### src/hw/rtl/cteq_ram.sv
`default_nettype none
module cteq_ram #(
    parameter int WIDTH = 8,
    parameter int DEPTH = 16
) (
    input  wire logic                     clk,
    input  wire logic                     we,
    input  wire logic [$clog2(DEPTH)-1:0] waddr,
    input  wire logic [WIDTH-1:0]         wdata,
    input  wire logic [$clog2(DEPTH)-1:0] raddr,
    output logic      [WIDTH-1:0]         rdata
);
    logic [WIDTH-1:0] mem [DEPTH];

    always_ff @(posedge clk)
    begin
        if (we)
        begin
            mem[waddr] <= wdata;
        end
        rdata <= mem[raddr];
    end
endmodule
`default_nettype wire
### config.mk
export PLATFORM = sky130hd
export DESIGN_NAME = cteq_ram
export DESIGN_NICKNAME = d
export VERILOG_FILES = /design/src/hw/rtl/cteq_ram.sv
export SDC_FILE = /design/constraint.sdc
export NUM_CORES = 1
export LEC_CHECK = 0
export ABC_CLOCK_PERIOD_IN_PS = 2150
export BUFFER_PORTS_ARGS = -buffer_cell sky130_fd_sc_hd__buf_2
export CORE_ASPECT_RATIO = 0.75
export CORE_UTILIZATION = 54
export CTS_CLUSTER_SIZE = 12
export DETAILED_ROUTE_END_ITERATION = 8
export PLACE_DENSITY = 0.84
export SYNTH_ARGS = -nofsm -noshare
export SYNTH_HDL_FRONTEND = slang
export SYNTH_SLANG_ARGS = --single-unit
### constraint.sdc
create_clock -name clk -period 2.15 [get_ports clk]
set_input_delay 0.5375 -clock clk [delete_from_list [all_inputs] [get_ports clk]]
set_output_delay 0.5375 -clock clk [all_outputs]
set_load 0.05 [all_outputs]
After elaboration in Yosys (flattened, before gate mapping)

Memory sizes are Yosys's and may differ from the RTL's. A register that Yosys moved wholly into a read port is not among the register bits.
Index checks and enable logic that the tools add are counted.
W data, S select, Z words.

Register bits after elaboration: 0
RAM bits: 128
Output and inout bits: 8
Memories: 1

Mux-type cells: 2

Memory list:

| memory | words | bits a word | read ports | clocked after Yosys merged registers in | wr ports | line | source |
|---|---|---|---|---|---|---|---|
| mem    | 16    | 8           | 1          | 1                                       | 1        | 13   | `logic [WIDTH-1:0] mem [DEPTH];` |

Operator list:

| operator | number |
|---|---|
| $mux W1  | 2 |

Longest topological paths before layout

Gate-level depths: netlist (run 1).

Word-level depth: 2
Mapped depth: 5

Least setup slack after synthesis (run 1)

Ideal clock, no wire load.

Path type: input port to flip-flop
Start point: in waddr[2]
End point: mem mem[0][0] (enable)
Arrival: 1.647 ns
Data required time: 1.767 ns
Slack: 0.120 ns
Stages: 2
Buffers on the path: 0
Cell sequence: or3b_2 > nor3_1

RTL lines:

| item               | line | source |
|---|---|---|
| start: declaration | 8    | `input wire logic [$clog2(DEPTH)-1:0] waddr,` |
| end: declaration   | 13   |  |

Straight into the memory's write port.

Worst setup path in the final report (run 1)

Start point: reg rdata[6], read port of mem
End point: out rdata[6]

RTL lines:

| item               | line | source |
|---|---|---|
| start: declaration | 11   | `output logic [WIDTH-1:0] rdata` |

No word-level cell between the ends.

==> results by group, run 1 <==
Clock tree
  – Later-pin clock latency in the skew report: 0.41 ns
  – CTS Hold Buffers Added: 0
  – Clock slew at reported path FFs: 0.05 ns
  – Cts repair resizes: 0
  – Root Buffer: clkbuf_16
  – Num CTS Buffers: 17
  – Setup bufs post-CTS: 0
  – H-tree depth: 4
  – Clk buf depth: 2
  – TritonCTS clock tree: done
  – Clock Sinks: 136

Pwr
  – Internal cell power: 4525 uW
  – Power density over the cells: 946.3 mW/mm^2
  – Register share of total power: 52.5%
  – Clk pwr share: 41.7%
  – Sw Ratio: 20.60%
  – Worst vdd ir: 0.6716 mV
  – Leakage: 0.002052 uW
  – Comb power frac: 5.9%
  – Net Switching: 1174 uW

Detailed routing
  – Iter 0 DRT Violations: 248
  – DR vias: 2451
  – Post-route ant nets: 0
  – Initial DRT Pass Iterations: 5
  – # DRC: 0
  – Wire length per cell: 22.95 um
  – Final wirelength: 9732 um
  – DR vias/cell: 5.781

Worst setup path
  – Setup crit start kind: register
  – Reg2reg start: mem[4][0]$_DFFE_PP_
  – Nature of the critical path endpoint: output port
  – Cell family with most CP delay: flip-flops
  – Reg2Reg Setup Slack: 0.82 ns
  – WP buf/inv: 1
  – Worst Path Max Fanout: 1
  – CP Data Required Time: 1.61 ns
  – Delay of the slowest cell on the worst path: 0.37 ns
  – Cell chain of the critical path: buf_2
  – WP data arrival: 1.08 ns
  – WS Path Type: reg2out
  – Slowest-stage cell, CP: dfxtp_1
  – R2R cell count: 3
  – Reg2reg end: rdata[0]$_DFF_P_

STA
  – Worst clock skew: 0.01628 ns
  – Rel. slew slack: 55.93%
  – Setup total negative slack: 0 ns
  – Period utilization: 75.18%
  – Hold_ws: 0.5023 ns
  – Setup-failing EPs final: 0
  – Slew @ Worst Pin: 0.6586 ns
  – Final hold vios: 0
  – Final Slew Violations: 0
  – RSZ-0062 raised after global routing: no
  – Max frequency: 618.6 MHz
  – Final worst path period need: 1.616 ns

Die
  – I/O pin cnt: 26
  – Die area: 0.009931 sq mm
  – Core area: 0.009159 sq mm
  – Die height: 86.56 um
  – Starting Density: 56.20%
  – Cell row count: 30
  – Width of the die: 114.7 um

Final layout
  – Layout cells sized above 1: 28.38%
  – Diode count: 0
  – Commonest non-fill, non-tap cell in the layout: edfxtp_1
  – Area grow syn2layout: 16.99%
  – Final #Nets: 302
  – Most frequent cells in the layout: edfxtp_1, buf_2, mux4_2, buf_4, clkbuf_16

Worst hold path
  – Depth of the worst hold-timing path: 1
  – Worst min-delay path class: in2reg
  – Hold Path Sink: mem[4][2]$_DFFE_PP_
  – Worst hold start: wdata[2]

GRT
  – Gr ovfl total: 0
  – Initial antenna violation count: 0
  – Largest net degree at the start of global routing: 33
  – Number of global-route vias before repair: 2561
  – Global-route wire length before repair: 14740 um
  – GRT Total Usage: 22.43%

Synthesis
  – Mapped cell area: 0.005147 sq mm
  – Number of synthesized register bits: 136
  – Syn Inst Count: 229
  – Yosys cell types: 19
  – Sequential share of the synthesized area: 77.78%
  – Net Count, Synth: 247
  – Yosys Warn Count: 0
  – Mean Syn Cell Area: 22.48 sq um

Placed design
  – Detailed placement HPWL: 6033 um
  – Gpl congestion: 0.8008
  – Port-buffer cells: 25

Job
  – Max-Cap Viols: 0

Run status
  – Status: complete, no violations
[cell type report]
cell class | count | area, sq um
clock inverters | 8 | 32.53
fillers | 626 | 3137
well taps | 128 | 160.2
multi-input cells | 83 | 1057
clock buffers | 23 | 447.9
repair buffers | 46 | 320.3
flip-flops and latches | 136 | 4004
[metrics by stage]
stage	cell area, sq um	total power (uW)	std cells	utilization (%)	setup WS, ns
2_1_floorplan	5147	3245	229	-	0.1196
3_3_place_gp	5542	3361	393	60.51	0.1783
3_5_place_dp	5542	3375	393	60.51	0.1153
4_1_cts	6022	5756	424	65.75	0.5260
5_1_grt	6022	5882	424	65.75	0.4927
6_report	6022	5699	424	65.75	0.5336
[per-layer routing]
layer  track usage [%]  share of wire [%]  vias up  wire length, um
li1                  -                  -     1087                -
met1             29.96                 40     1234             3914
met2             34.21                 49      120             4743
met3             8.951                 10       10             1017
met4             7.438               0.58        0               56
met5                 0                  0        -                0
[logic make-up after synthesis]
group | after synthesis | synth area share [%]
flops | 136 | 77.78
simple gates | 35 | 3.184
compound gates | 16 | 2.334
mux | 32 | 15.02
buf+inv | 10 | 1.677
[flip-flops by register name (all words and copies together), names as in the netlist]
| signal | flops |
|---|---|
| rdata | 8 |
| mem | 128 |
[power by group through the flow]
stage | clock network [uW] | logic (uW) | registers, uW
3_5_place_dp | 0 | 335 | 3040
5_1_grt | 2530 | 358 | 2990
4_1_cts | 2430 | 338 | 2990
2_1_floorplan | 0 | 150 | 3090
3_3_place_gp | 0 | 325 | 3040
6_report | 2370 | 335 | 2990
[cells in the mapped netlist, drive strengths merged]
master,count,area share (%)
edfxtp,128,75
mux4,32,15
a22oi,16,2.3
nor2,13,0.95
nand2,9,0.66
dfxtp,8,3.1
buf,7,1.1
nor3,4,0.39
clkdlybuf4s25,3,0.58
nand2b,2,0.24
nand3b,2,0.29
and2,1,0.12
and2b,1,0.15
nand3,1,0.097
nor2b,1,0.12
or3b,1,0.17
[worst max path at each step]
stage	startpoint	to	slack [ns]	cells after the start
after global routing	raddr[0]	rdata[5]$_DFF_P_	0.49	5
after CTS	raddr[0]	rdata[5]$_DFF_P_	0.53	5
after detailed placement	raddr[0]	rdata[0]$_DFF_P_	0.12	5
after global placement	raddr[0]	rdata[1]$_DFF_P_	0.18	5
after floorplan	waddr[2]	mem[0][0]$_DFFE_PP_	0.12	2
final	rdata[6]$_DFF_P_	rdata[6]	0.53	1
No activity file was read; power rests on OpenSTA's default activity.
==> run 2: changes to the inputs <==
==> config.mk (replaced) <==
export PLATFORM = sky130hd
export DESIGN_NAME = cteq_ram
export DESIGN_NICKNAME = d
export VERILOG_FILES = /design/src/hw/rtl/cteq_ram.sv
export SDC_FILE = /design/constraint.sdc
export NUM_CORES = 1
export LEC_CHECK = 0
export ABC_AREA = 1
export ABC_CLOCK_PERIOD_IN_PS = 1380
export BUFFER_PORTS_ARGS = -buffer_cell sky130_fd_sc_hd__buf_2
export CORE_ASPECT_RATIO = 0.75
export CORE_UTILIZATION = 55
export CTS_CLUSTER_SIZE = 12
export DETAILED_ROUTE_END_ITERATION = 8
export PLACE_DENSITY = 0.85
export SYNTH_ARGS = -nofsm -noshare
export SYNTH_HDL_FRONTEND = slang
export SYNTH_SLANG_ARGS = --single-unit
==> constraint.sdc (replaced) <==
create_clock -name clk -period 1.38 [get_ports clk]
set_input_delay 0.345 -clock clk [delete_from_list [all_inputs] [get_ports clk]]
set_output_delay 0.345 -clock clk [all_outputs]
set_load 0.05 [all_outputs]
==> results by group, run 2 <==
Clock tree
  – Num CTS Buffers: 17
  – Clock Sinks: 136
  – CTS Hold Buffers Added: 0
  – Later-pin clock latency in the skew report: 0.41 ns
  – Clock slew at reported path FFs: 0.06 ns
  – Root Buffer: clkbuf_16
  – TritonCTS clock tree: done
  – H-tree depth: 4
  – Clk buf depth: 2

Final layout
  – Fillcell total: 732
  – Most flops, register: mem
  – Max reg flops: 128
  – Final instance area: 0.006761 sq mm
  – Final #Nets: 616
  – Layout cells sized above 1: 13.58%
  – Most frequent cells in the layout: nand2_1, edfxtp_1, inv_1, nand3_1, buf_2
  – Diode count: 0
  – Commonest non-fill, non-tap cell in the layout: nand2_1
  – Multi-input logic area: 0.001214 sq mm
  – Final core utilization: 68.09%
  – Largest regs: mem (128), rdata (8)
  – Area grow syn2layout: 17.25%
  – Register area: 0.004004 sq mm

Synthesis
  – Post-synth ARST share: 0%
  – Commonest cells in the netlist: nand2_1, edfxtp_1, inv_1
  – Yosys cell types: 12
  – Number of synthesized register bits: 136
  – Post-synth EDFFs: 128
  – Sequential share of the synthesized area: 69.43%
  – Dominant cells by area after synthesis: edfxtp_1, nand2_1, nand3_1
  – Net Count, Synth: 569
  – Mux share of post-synthesis cell area: 0%
  – Synth Flop Type: edfxtp_1
  – Largest family of logic cells by synthesized area: simple AND/OR/NAND/NOR gates
  – Xor/xnor share of the synthesized area: 0%
  – Synth Area in Adders: 0%
  – Syn Inst Count: 551
  – Post-synthesis simple-gate area fraction: 21.05%
  – Post-synthesis compound-gate area fraction: 0%
  – Post-synth top area share: 66.65%
  – Yosys Warn Count: 0
  – Largest area contributor in the netlist: edfxtp_1
  – Mapped cell area: 0.005767 sq mm
  – Mean Syn Cell Area: 10.47 sq um
  – Most frequent cell after synthesis: nand2_1

GRT
  – Gr ovfl total: 0
  – Global-route wire length before repair: 20020 um
  – GRT Total Usage: 25.42%
  – Number of global-route vias before repair: 3907
  – Largest net degree at the start of global routing: 35
  – Initial antenna violation count: 0

Worst hold path
  – Worst min-delay path class: in2reg

Detailed routing
  – Post-route ant nets: 0
  – Initial DRT Pass Iterations: 5
  – Iter 0 DRT Violations: 340
  – DR vias: 3948
  – Wire length per cell: 17.03 um
  – # DRC: 0
  – DR vias/cell: 5.314
  – Final wirelength: 12650 um

Placed design
  – Gpl congestion: 0.8590
  – Dpl cell area: 0.006168 sq mm
  – Port-buffer cells: 25
  – Detailed placement HPWL: 7814 um

Worst setup path
  – Cell chain of the critical path: buf_2
  – CP Data Required Time: 1.03 ns
  – WP data arrival: 1.01 ns
  – Slowest-stage cell, CP: dfxtp_1
  – Nature of the critical path endpoint: output port
  – Setup crit start kind: register
  – Cell family with most CP delay: flip-flops
  – WP buf/inv: 1
  – Delay of the slowest cell on the worst path: 0.33 ns
  – Worst Path Max Fanout: 1
  – WS Path Type: reg2out

STA
  – Slew @ Worst Pin: 0.4296 ns
  – Worst clock skew: 0.005410 ns
  – RSZ-0062 raised after global routing: no
  – Rel. slew slack: 71.36%
  – Setup total negative slack: 0 ns
  – Final hold vios: 0
  – Period utilization: 97.88%
  – Max frequency: 740.3 MHz
  – Setup-failing EPs final: 0
  – Hold_ws: 0.3397 ns
  – Final Slew Violations: 0
  – Final worst path period need: 1.351 ns

Die
  – Starting Density: 58.08%
  – Core area: 0.009930 sq mm
  – Die height: 90.68 um
  – I/O pin cnt: 26
  – Width of the die: 120.2 um
  – Cell row count: 31
  – Die area: 0.01090 sq mm

Pwr
  – Register share of total power: 47.4%
  – Leakage: 0.002968 uW
  – Power density over the cells: 1449 mW/mm^2
  – Comb power frac: 7.0%
  – Clk pwr share: 45.6%
  – Net Switching: 2158 uW
  – Sw Ratio: 22.02%
  – Internal cell power: 7641 uW
  – Worst vdd ir: 0.9684 mV

Job
  – Max-Cap Viols: 0

Run status
  – Status: complete, no violations
run 2: cell types whose count changed in the layout (fill, tap and decap cells not counted), sizes merged, moves of 3 or more:
cell,delta
nand2,+164
inv,+102
nand3,+96
mux4,-32
a22oi,-16
buf,+4
nor2,+4
nor3,-4
bufinv,+3
run 2: routing by layer:
| layer | up-vias | part of all wire [%] | global-route usage, % |
|---|---|---|---|
| li1 | 1872 | - | - |
| met1 | 1857 | 40 | 33.29 |
| met2 | 190 | 49 | 40.37 |
| met3 | 29 | 9.7 | 7.449 |
| met4 | 0 | 2.0 | 9.259 |
| met5 | - | 0 | 0 |
run 2: worst paths after layout:
path,start,endpoint,slack (ns),cells past startpoint
setup / recovery,rdata[2]$_DFF_P_,rdata[2],0.03,1
hold / removal,wdata[2],mem[5][2]$_DFFE_PP_,0.34,1
setup reg to reg,mem[7][3]$_DFFE_PP_,rdata[3]$_DFF_P_,0.31,6
hold reg to reg,mem[10][0]$_DFFE_PP_,rdata[0]$_DFF_P_,0.67,6
run 2: kinds of logic after synthesis:
family        count (synthesis)
buf+inv                     126
flops                       136
simple gates                289
run 2: power groups by stage:
stage / combinational, uW / clock [uW] / sequential [uW]
floorplan: 326 / 0 / 4820
global placement: 650 / 0 / 4730
detailed placement: 670 / 0 / 4730
CTS: 679 / 4520 / 4650
global route: 751 / 4660 / 4650
finish: 686 / 4460 / 4650
run 2: metrics by stage:
step / cells / worst slack (ns) / power, uW
after floorplan: 551 / 0.08416 / 5147
after CTS: 743 / 0.002453 / 9844
after global routing: 743 / 0.008363 / 10070
final: 743 / 0.02921 / 9799
after global placement: 711 / 0.01472 / 5377
after detailed placement: 711 / -0.01046 / 5403
run 2: area by class of cell:
type	instances	share of cell area, %
Inverter	102	5.662
Clock buffer	19	6.403
Sequential cell	136	59.22
Clock inverter	13	2.295
Timing Repair Buffer	52	6.033
Multi-Input combinational cell	289	17.95
Tap cell	132	2.443
run 2: repair_timing:
action	CTS	global route
buffers inserted	0	0
resized for setup	0	2
setup endpoints to repair	0	2
==> run 3: changes to the inputs <==
==> config.mk (replaced) <==
export PLATFORM = sky130hd
export DESIGN_NAME = cteq_ram
export DESIGN_NICKNAME = d
export VERILOG_FILES = /design/src/hw/rtl/cteq_ram.sv
export SDC_FILE = /design/constraint.sdc
export NUM_CORES = 1
export LEC_CHECK = 0
export ABC_AREA = 0
export ABC_CLOCK_PERIOD_IN_PS = 1380
export BUFFER_PORTS_ARGS = -buffer_cell sky130_fd_sc_hd__buf_2
export CORE_ASPECT_RATIO = 0.75
export CORE_UTILIZATION = 54
export CTS_CLUSTER_SIZE = 12
export DETAILED_ROUTE_END_ITERATION = 8
export PLACE_DENSITY = 0.84
export SYNTH_ARGS = -nofsm -noshare
export SYNTH_HDL_FRONTEND = slang
export SYNTH_SLANG_ARGS = --single-unit
==> results by group, run 3 (same netlist as run 1, synthesis figures left out) <==
Run status
  – Status: complete, no violations

Worst setup path
  – Worst Path Max Fanout: 1
  – R2R cell count: 3
  – Reg2Reg Setup Slack: 0.07 ns
  – CP Data Required Time: 1.03 ns
  – Nature of the critical path endpoint: output port
  – Reg2reg start: mem[3][7]$_DFFE_PP_
  – Cell chain of the critical path: clkbuf_4
  – WS Path Type: reg2out
  – Delay of the slowest cell on the worst path: 0.34 ns
  – Setup crit start kind: register
  – Slowest-stage cell, CP: dfxtp_1
  – WP data arrival: 0.99 ns
  – WP buf/inv: 1
  – Crit path capture: rdata[2]
  – CP Depth: 1
  – Setup crit start: rdata[2]$_DFF_P_
  – Cell family with most CP delay: flip-flops
  – Reg2reg end: rdata[7]$_DFF_P_

STA
  – Max frequency: 746.6 MHz
  – Slew @ Worst Pin: 0.7529 ns
  – Worst clock skew: 0.004597 ns
  – Setup-failing EPs final: 0
  – Final hold vios: 0
  – RSZ-0062 raised after global routing: no
  – Final Slew Violations: 0
  – Rel. slew slack: 49.62%
  – Period utilization: 97.06%
  – Hold_ws: 0.3092 ns
  – Final worst path period need: 1.339 ns

Pwr
  – Register share of total power: 47.8%
  – Sw Ratio: 19.77%
  – Worst vdd ir: 0.9853 mV
  – Leakage: 0.002142 uW
  – Internal cell power: 7815 uW
  – Comb power frac: 5.8%
  – Clk pwr share: 46.4%
  – Net Switching: 1926 uW
  – Power density over the cells: 1560 mW/mm^2
  – Total power: 9741 uW

Placed design
  – Port-buffer cells: 25
  – Gpl congestion: 0.7868
  – Dpl cell area: 0.005634 sq mm
  – Placed Cells incl. Taps: 406
  – Detailed placement HPWL: 6629 um

Detailed routing
  – # DRC: 0
  – Post-route ant nets: 0
  – Wire length per cell: 22.89 um
  – Final wirelength: 10050 um
  – DR vias/cell: 5.649
  – Initial DRT Pass Iterations: 4
  – Iter 0 DRT Violations: 180
  – DR vias: 2480

GRT
  – GRT Total Usage: 23.31%
  – Gr ovfl total: 0
  – Global-route wire length before repair: 15370 um
  – Largest net degree at the start of global routing: 24
  – Number of global-route vias before repair: 2692
  – Initial antenna violation count: 0

Die
  – Cell row count: 30
  – Die height: 86.56 um
  – Starting Density: 56.20%
  – Die area: 0.009931 sq mm
  – I/O pin cnt: 26
  – Core area: 0.009159 sq mm
  – Width of the die: 114.7 um

Clock tree
  – CTS Hold Buffers Added: 0
  – Clk buf depth: 2
  – Clock slew at reported path FFs: 0.05 ns
  – TritonCTS clock tree: done
  – Clock Sinks: 136
  – H-tree depth: 4
  – Root Buffer: clkbuf_16
  – Later-pin clock latency in the skew report: 0.41 ns
  – Setup bufs post-CTS: 0
  – Num CTS Buffers: 17

Final layout
  – Register area: 0.004005 sq mm
  – Area grow syn2layout: 21.29%
  – Final instance area: 0.006243 sq mm
  – Cell Count, Final, Fillers Out: 439
  – Most flops, register: mem
  – Max reg flops: 128
  – Layout cells sized above 1: 39.35%
  – Multi-input logic area: 0.001052 sq mm
  – Largest regs: mem (128), rdata (8)
  – Commonest non-fill, non-tap cell in the layout: edfxtp_1
  – Most frequent cells in the layout: edfxtp_1, buf_4, mux4_2, buf_2, clkbuf_16
  – Fillcell total: 615
  – Final #Nets: 315

Job
  – Max-Cap Viols: 0

Worst hold path
  – Worst min-delay path class: in2reg
  – Worst hold start: wdata[1]
run 3: worst min path at each step:
stage / end / slack (ns) / cells after the start
after detailed placement: rdata[1]$_DFF_P_ / 0.66 / 3
final: mem[13][1]$_DFFE_PP_ / 0.31 / 1
after global routing: mem[4][4]$_DFFE_PP_ / 0.31 / 1
after global placement: rdata[0]$_DFF_P_ / 0.66 / 3
after CTS: mem[15][4]$_DFFE_PP_ / 0.30 / 1
after floorplan: mem[0][0]$_DFFE_PP_ / 0.44 / 0
run 3: repair_timing:
action                     4_1_cts  5_1_grt
cloned                           0        0
setup endpoints to repair        3        2
pin swaps                        0        0
resized for setup                3        3
run 3: area by class of cell:
class,count,share of cell area [%]
Multi-Input combinational cell,83,16.85
Clock buffer,19,6.934
Timing Repair Buffer,59,6.914
Sequential cell,136,64.15
Tap cell,128,2.565
Clock inverter,13,2.545
Antenna cell,1,0.04008
run 3: metal layers:
metal  GRT usage, %  vias up  share of wire [%]
met3          8.881        9                 11
met1          29.57     1256                 37
met5              0        -                  0
met4          6.966        0               0.87
li1               -     1105                  -
met2          37.96      110                 51
run 3: per-stage QoR:
step	setup TNS, ns	setup WS (ns)	utilization [%]
floorplan	-0.7697	-0.06801	-
global placement	-10.79	-0.3046	61.52
detailed placement	-13.28	-0.3210	61.52
CTS	0	0.0002640	68.06
global route	0	0.01195	68.14
finish	0	0.04063	68.17
run 3: power groups by stage:
stage               Sequential, uW  Combinational [uW]  Clock, uW
global placement              4730                 533          0
detailed placement            4740                 552          0
CTS                           4660                 563       4590
global route                  4660                 600       4760
floorplan                     4820                 259          0
finish                        4660                 560       4520
